**config.mk**
```make
export PLATFORM = sky130hd
export DESIGN_NAME = alcr_ctrl
export DESIGN_NICKNAME = d
export VERILOG_FILES = /design/src/sv/alcr_pkg.sv /design/src/sv/alcr_ctrl.sv
export SDC_FILE = /design/constraint.sdc
export NUM_CORES = 1
export LEC_CHECK = 0
export ABC_AREA = 1
export BUFFER_PORTS_ARGS = -buffer_cell sky130_fd_sc_hd__buf_2
export CORE_AREA = 2 2 39 41
export CTS_CLUSTER_SIZE = 14
export DETAILED_ROUTE_END_ITERATION = 7
export DIE_AREA = 0 0 41 43
export GPL_TIMING_DRIVEN = 1
export SYNTH_ARGS = -nofsm -noshare
export SYNTH_HDL_FRONTEND = slang
export SYNTH_SLANG_ARGS = --single-unit
```
**constraint.sdc**
```tcl
create_clock -name clk -period 2 [get_ports clk]
set_input_delay 0.4 -clock clk [delete_from_list [all_inputs] [get_ports clk]]
set_output_delay 0.4 -clock clk [all_outputs]
set_load 0.01 [all_outputs]
```
**src/sv/alcr_pkg.sv**
```systemverilog
// ----------------------------------------------------------------------------
// alcr_pkg
// Shared constants, types and controller/datapath interface structs for the
// fully associative lookup cache with clock replacement.
// ----------------------------------------------------------------------------
package alcr_pkg;

	localparam int ENTRIES = 64;
	localparam int IDX_W   = $clog2(ENTRIES);
	localparam int KEY_W   = 32;
	localparam int IN_W    = 32;
	localparam int VAL_W   = 32;
	localparam int SLOT_W  = 6;

	localparam logic OP_LOOKUP = 1'b0;
	localparam logic OP_FILL   = 1'b1;

	typedef enum logic [1:0] {
		ST_IDLE,
		ST_ENC,
		ST_SWEEP,
		ST_DONE
	} state_t;

	// controller -> datapath
	typedef struct packed {
		logic load;     // latch the incoming word
		logic compare;  // register the parallel key match
		logic resolve;  // pick lowest match, mark used, read value
		logic sweep;    // clear used bit under pointer and advance
		logic write;    // write entry under pointer
	} cmd_t;

	// datapath -> controller
	typedef struct packed {
		logic ptr_used;
	} status_t;

endpackage

```
**src/sv/alcr_ctrl.sv**
```systemverilog
// ----------------------------------------------------------------------------
// alcr_ctrl
// Sequencer for lookups (match, resolve, result) and fills (clock sweep,
// write, result).
// ----------------------------------------------------------------------------
module alcr_ctrl (
	input  logic              clk,
	input  logic              arst_n,
	input  logic              start,
	input  logic              operation,
	input  alcr_pkg::status_t status,
	output logic              busy,
	output logic              done,
	output alcr_pkg::cmd_t    cmd
);

	alcr_pkg::state_t state_q, state_d;

	always_ff @(posedge clk or negedge arst_n) begin
		if (!arst_n) begin
			state_q <= alcr_pkg::ST_IDLE;
		end else begin
			state_q <= state_d;
		end
	end

	always_comb begin
		state_d = state_q;
		cmd     = '0;
		busy    = 1'b1;
		done    = 1'b0;
		unique case (state_q)
			alcr_pkg::ST_IDLE, alcr_pkg::ST_DONE: begin
				// the result cycle also takes the next word
				busy    = 1'b0;
				done    = (state_q == alcr_pkg::ST_DONE);
				state_d = alcr_pkg::ST_IDLE;
				if (start) begin
					cmd.load = 1'b1;
					if (operation == alcr_pkg::OP_FILL) begin
						state_d = alcr_pkg::ST_SWEEP;
					end else begin
						cmd.compare = 1'b1;
						state_d     = alcr_pkg::ST_ENC;
					end
				end
			end
			alcr_pkg::ST_ENC: begin
				cmd.resolve = 1'b1;
				state_d     = alcr_pkg::ST_DONE;
			end
			alcr_pkg::ST_SWEEP: begin
				if (status.ptr_used) begin
					cmd.sweep = 1'b1;
				end else begin
					cmd.write = 1'b1;
					state_d   = alcr_pkg::ST_DONE;
				end
			end
			default: begin
				state_d = alcr_pkg::ST_IDLE;
			end
		endcase
	end

	a_done_single: assert property (@(posedge clk) disable iff (!arst_n)
		done |=> !done) else $error("result strobe held for two cycles");

	a_accept_busy: assert property (@(posedge clk) disable iff (!arst_n)
		start && !busy |=> busy) else $error("accepted word did not make unit busy");

endmodule

```
==> flow_metrics.py <==
metrics = {
    "status": {
        "result_of_the_run": "finished, final reports clean",
    },
    "setup_path": {
        "rr_startpoint": "state_q[0]",
        "crit_path_end": "cmd[3]",
        "worst_r2r_path_depth": 5,
        "path_class": "reg -> out",
        "path_max_fanout": 4,
        "worstSetupEndpointType": "output port",
        "rr_endpoint": "state_q[1]",
        "critPathRequiredTime_ns": 1.60,
        "critical_path.startpoint_type": "flop",
        "regToRegSetupSlack_ns": 0.96,
        "crit_start": "state_q[0]",
        "critical_path_arrival_ns": 1.29,
    },
    "synth": {
        "mappedNetlistArea_um2": 169,
        "synth.yosys.warnings": 0,
        "post_synthesis_cell_count": 26,
        "share_of_synthesized_cell_area_in_and_or_nand_and_nor_gates_pct": 32.6,
        "synth.avg_cell_area_um2": 6.50,
        "synth.ff_latch_count": 2,
        "synth_compound_area_share_pct": 0,
        "area_share_of_fa_ha_maj_cells_after_synthesis_pct": 22.2,
        "synthDistinctLibCells": 7,
        "postSynthNetCount": 34,
        "post_synth_xor_area_fraction_pct": 0,
        "largest_family_of_logic_cells_by_synthesized_area": "simple AND/OR/NAND/NOR gates",
        "synth.yosys.seq_area_share_pct": 29.6,
        "synth.mux.area_fraction_pct": 0,
    },
    "cells_and_area": {
        "largest_reg_flops": 2,
        "area_growth_pct": 63.7,
        "final_layout_size_suffix_gt1_share_pct": 39.0,
        "top_regs": "state_q (2)",
        "antenna_cells": 0,
        "finish.net_count": 51,
        "leading_cell_types_in_the_layout_fill_and_taps_excluded": "sky130_fd_sc_hd__nand2_1 (11), sky130_fd_sc_hd__buf_2 (11), sky130_fd_sc_hd__inv_1 (6)",
        "regMostFlops": "state_q",
    },
    "route": {
        "wirelength_um": 379,
        "drtIter0Drc": 3,
        "detailroute.via_count": 192,
        "avgRoutedWirePerCell_um": 6.65,
        "vias_per_cell": 3.37,
        "final_antenna_net_count": 0,
        "highest_routing_layer_actually_used": "met4",
        "drt_drc_violations_left": 0,
        "first_pass_iters": 4,
        "met3WireLength_um": 20,
        "met1_length_um": 153,
        "met2_wirelength_um": 178,
    },
    "global_routing": {
        "globalRouteTotalUtil_pct": 6.63,
        "first_global_vias": 194,
        "antenna_violations_before_repair": 0,
        "grt.overflow.total": 0,
        "grt_first_pass_wirelength_um": 662,
        "pin_count_of_the_biggest_net_entering_global_routing": 5,
    },
    "cts": {
        "cts.root.buffer_cell": "sky130_fd_sc_hd__clkbuf_4",
        "total_cts_buffers": 3,
        "tritoncts": "yes",
        "cts.clk_slew.worst_paths_ns": 0.03,
        "cts_hold_buffers_added": 1,
        "cts_h_tree_depth": 1,
        "clk-insertion-delay-late_ns": 0.23,
        "cts.repair_timing.setup_buffer_count": 0,
        "cts_resized": 0,
        "clockBufferDepth": 2,
        "clock-sinks": 2,
    },
    "die": {
        "floorplan.die_area_um2": 1760,
        "count_of_standard_cell_rows": 14,
        "core_outline_area_um2": 1380,
        "boundaryPins": 12,
        "initial_utilization_pct": 12.2,
        "die-width_um": 41,
        "floorplan.die.height_um": 43,
    },
    "sta": {
        "setup_ws_ns": 0.307,
        "tns_ns": 0,
        "report.final.slew_viol_count": 0,
        "layout_skew_ns": 0.000896,
        "worst_pin_slew_ns": 0.134,
        "grt_setup_unrepaired": "no",
        "timing.final.crit_share_pct": 84.6,
        "final-setup-viol-count": 0,
        "fmax_mhz": 591,
        "fin_crit_ns": 1.69,
        "slew-limit-headroom_pct": 91.1,
        "endpoints_failing_hold": 0,
    },
    "placement": {
        "detailedPlacementHpwl_um": 293,
        "place_congestion": 0.624,
        "placement.io_buffers": 11,
        "dp_worst_setup_slack_ns": 0.539,
    },
    "power_and_ir_drop": {
        "power.static_leakage_nw": 0.189,
        "p_sw_mw": 0.193,
        "swShare_pct": 45.1,
        "p_clk_share_pct": 21.7,
        "ir_worst_vdd_mv": 0.342,
        "power_per_cell_area_nw_per_um2": 1550,
        "power.internal_mw": 0.235,
        "combPwrFrac_pct": 58.4,
        "seq_power_share_pct": 19.9,
    },
    "min_path": {
        "holdCritPathClass": "in -> reg",
        "min_delay_path_depth": 4,
    },
    "run": {
        "max-cap-violations": 0,
    },
}
-- how the worst min path moves through the flow --
stage | start | to
floorplan | arst_n | state_q[0]
global placement | arst_n | state_q[0]
detailed placement | arst_n | state_q[1]
CTS | status | state_q[0]
global route | arst_n | state_q[0]
finish | status | state_q[0]
-- cell usage after synthesis --
cell type	count	share of area, %
sky130_fd_sc_hd__nand2_1	11	24
sky130_fd_sc_hd__inv_1	6	13
sky130_fd_sc_hd__ha_1	3	22
sky130_fd_sc_hd__dfrtp_1	2	30
sky130_fd_sc_hd__nor2_1	2	4.4
sky130_fd_sc_hd__inv_2	1	2.2
sky130_fd_sc_hd__nand2_2	1	3.7
-- power by group through the flow --
| stage | registers, mW | logic (mW) | clock network [mW] |
|---|---|---|---|
| finish | 0.0852 | 0.250 | 0.0931 |
| global route | 0.0875 | 0.298 | 0.108 |
| CTS | 0.0867 | 0.257 | 0.0978 |
| detailed placement | 0.0868 | 0.253 | 0 |
| global placement | 0.0860 | 0.252 | 0 |
| floorplan | 0.0807 | 0.174 | 0 |
-- metrics by stage --
stage	hold WS [ns]	total power [mW]	instance area, um2	instances	util, %
finish	0.479	0.429	277	57	20.0
CTS	0.475	0.441	277	57	20.0
global placement	0.185	0.338	244	53	17.6
detailed placement	0.185	0.340	244	53	17.6
global route	0.498	0.494	277	57	20.0
floorplan	0.104	0.255	169	26	-
-- cell type report --
cell class / count / area (um2)
inverters: 7 / 26.3
fillers: 165 / 1110
well taps: 16 / 20.0
clock buffers: 3 / 22.5
flip-flops and latches: 2 / 50.0
multi-input cells: 17 / 92.6
repair buffers: 12 / 65.1
-- routing by layer --
| metal | vias up | GRT usage [%] |
|---|---|---|
| met1 | 78 | 5.47 |
| met2 | 9 | 7.81 |
| met4 | 0 | 10.0 |
| met3 | 3 | 4.71 |
| met5 | - | 0 |
| li1 | 102 | - |
-- critical path, cell delays in order, from the launching register on --
cell and delay (ns):
sky130_fd_sc_hd__dfrtp_1 0.38, sky130_fd_sc_hd__inv_1 0.06, sky130_fd_sc_hd__ha_1 0.32, sky130_fd_sc_hd__nand2_1 0.08, sky130_fd_sc_hd__nor2_1 0.09, sky130_fd_sc_hd__buf_2 0.14
-- cells by family (layout without fill, tap and decap cells) --
kind of cell | after synthesis | in the layout
simple gates | 14 | 14
flops | 2 | 2
buf+inv | 7 | 22
fa+ha+maj | 3 | 3
(Power assumes the default switching activity.)
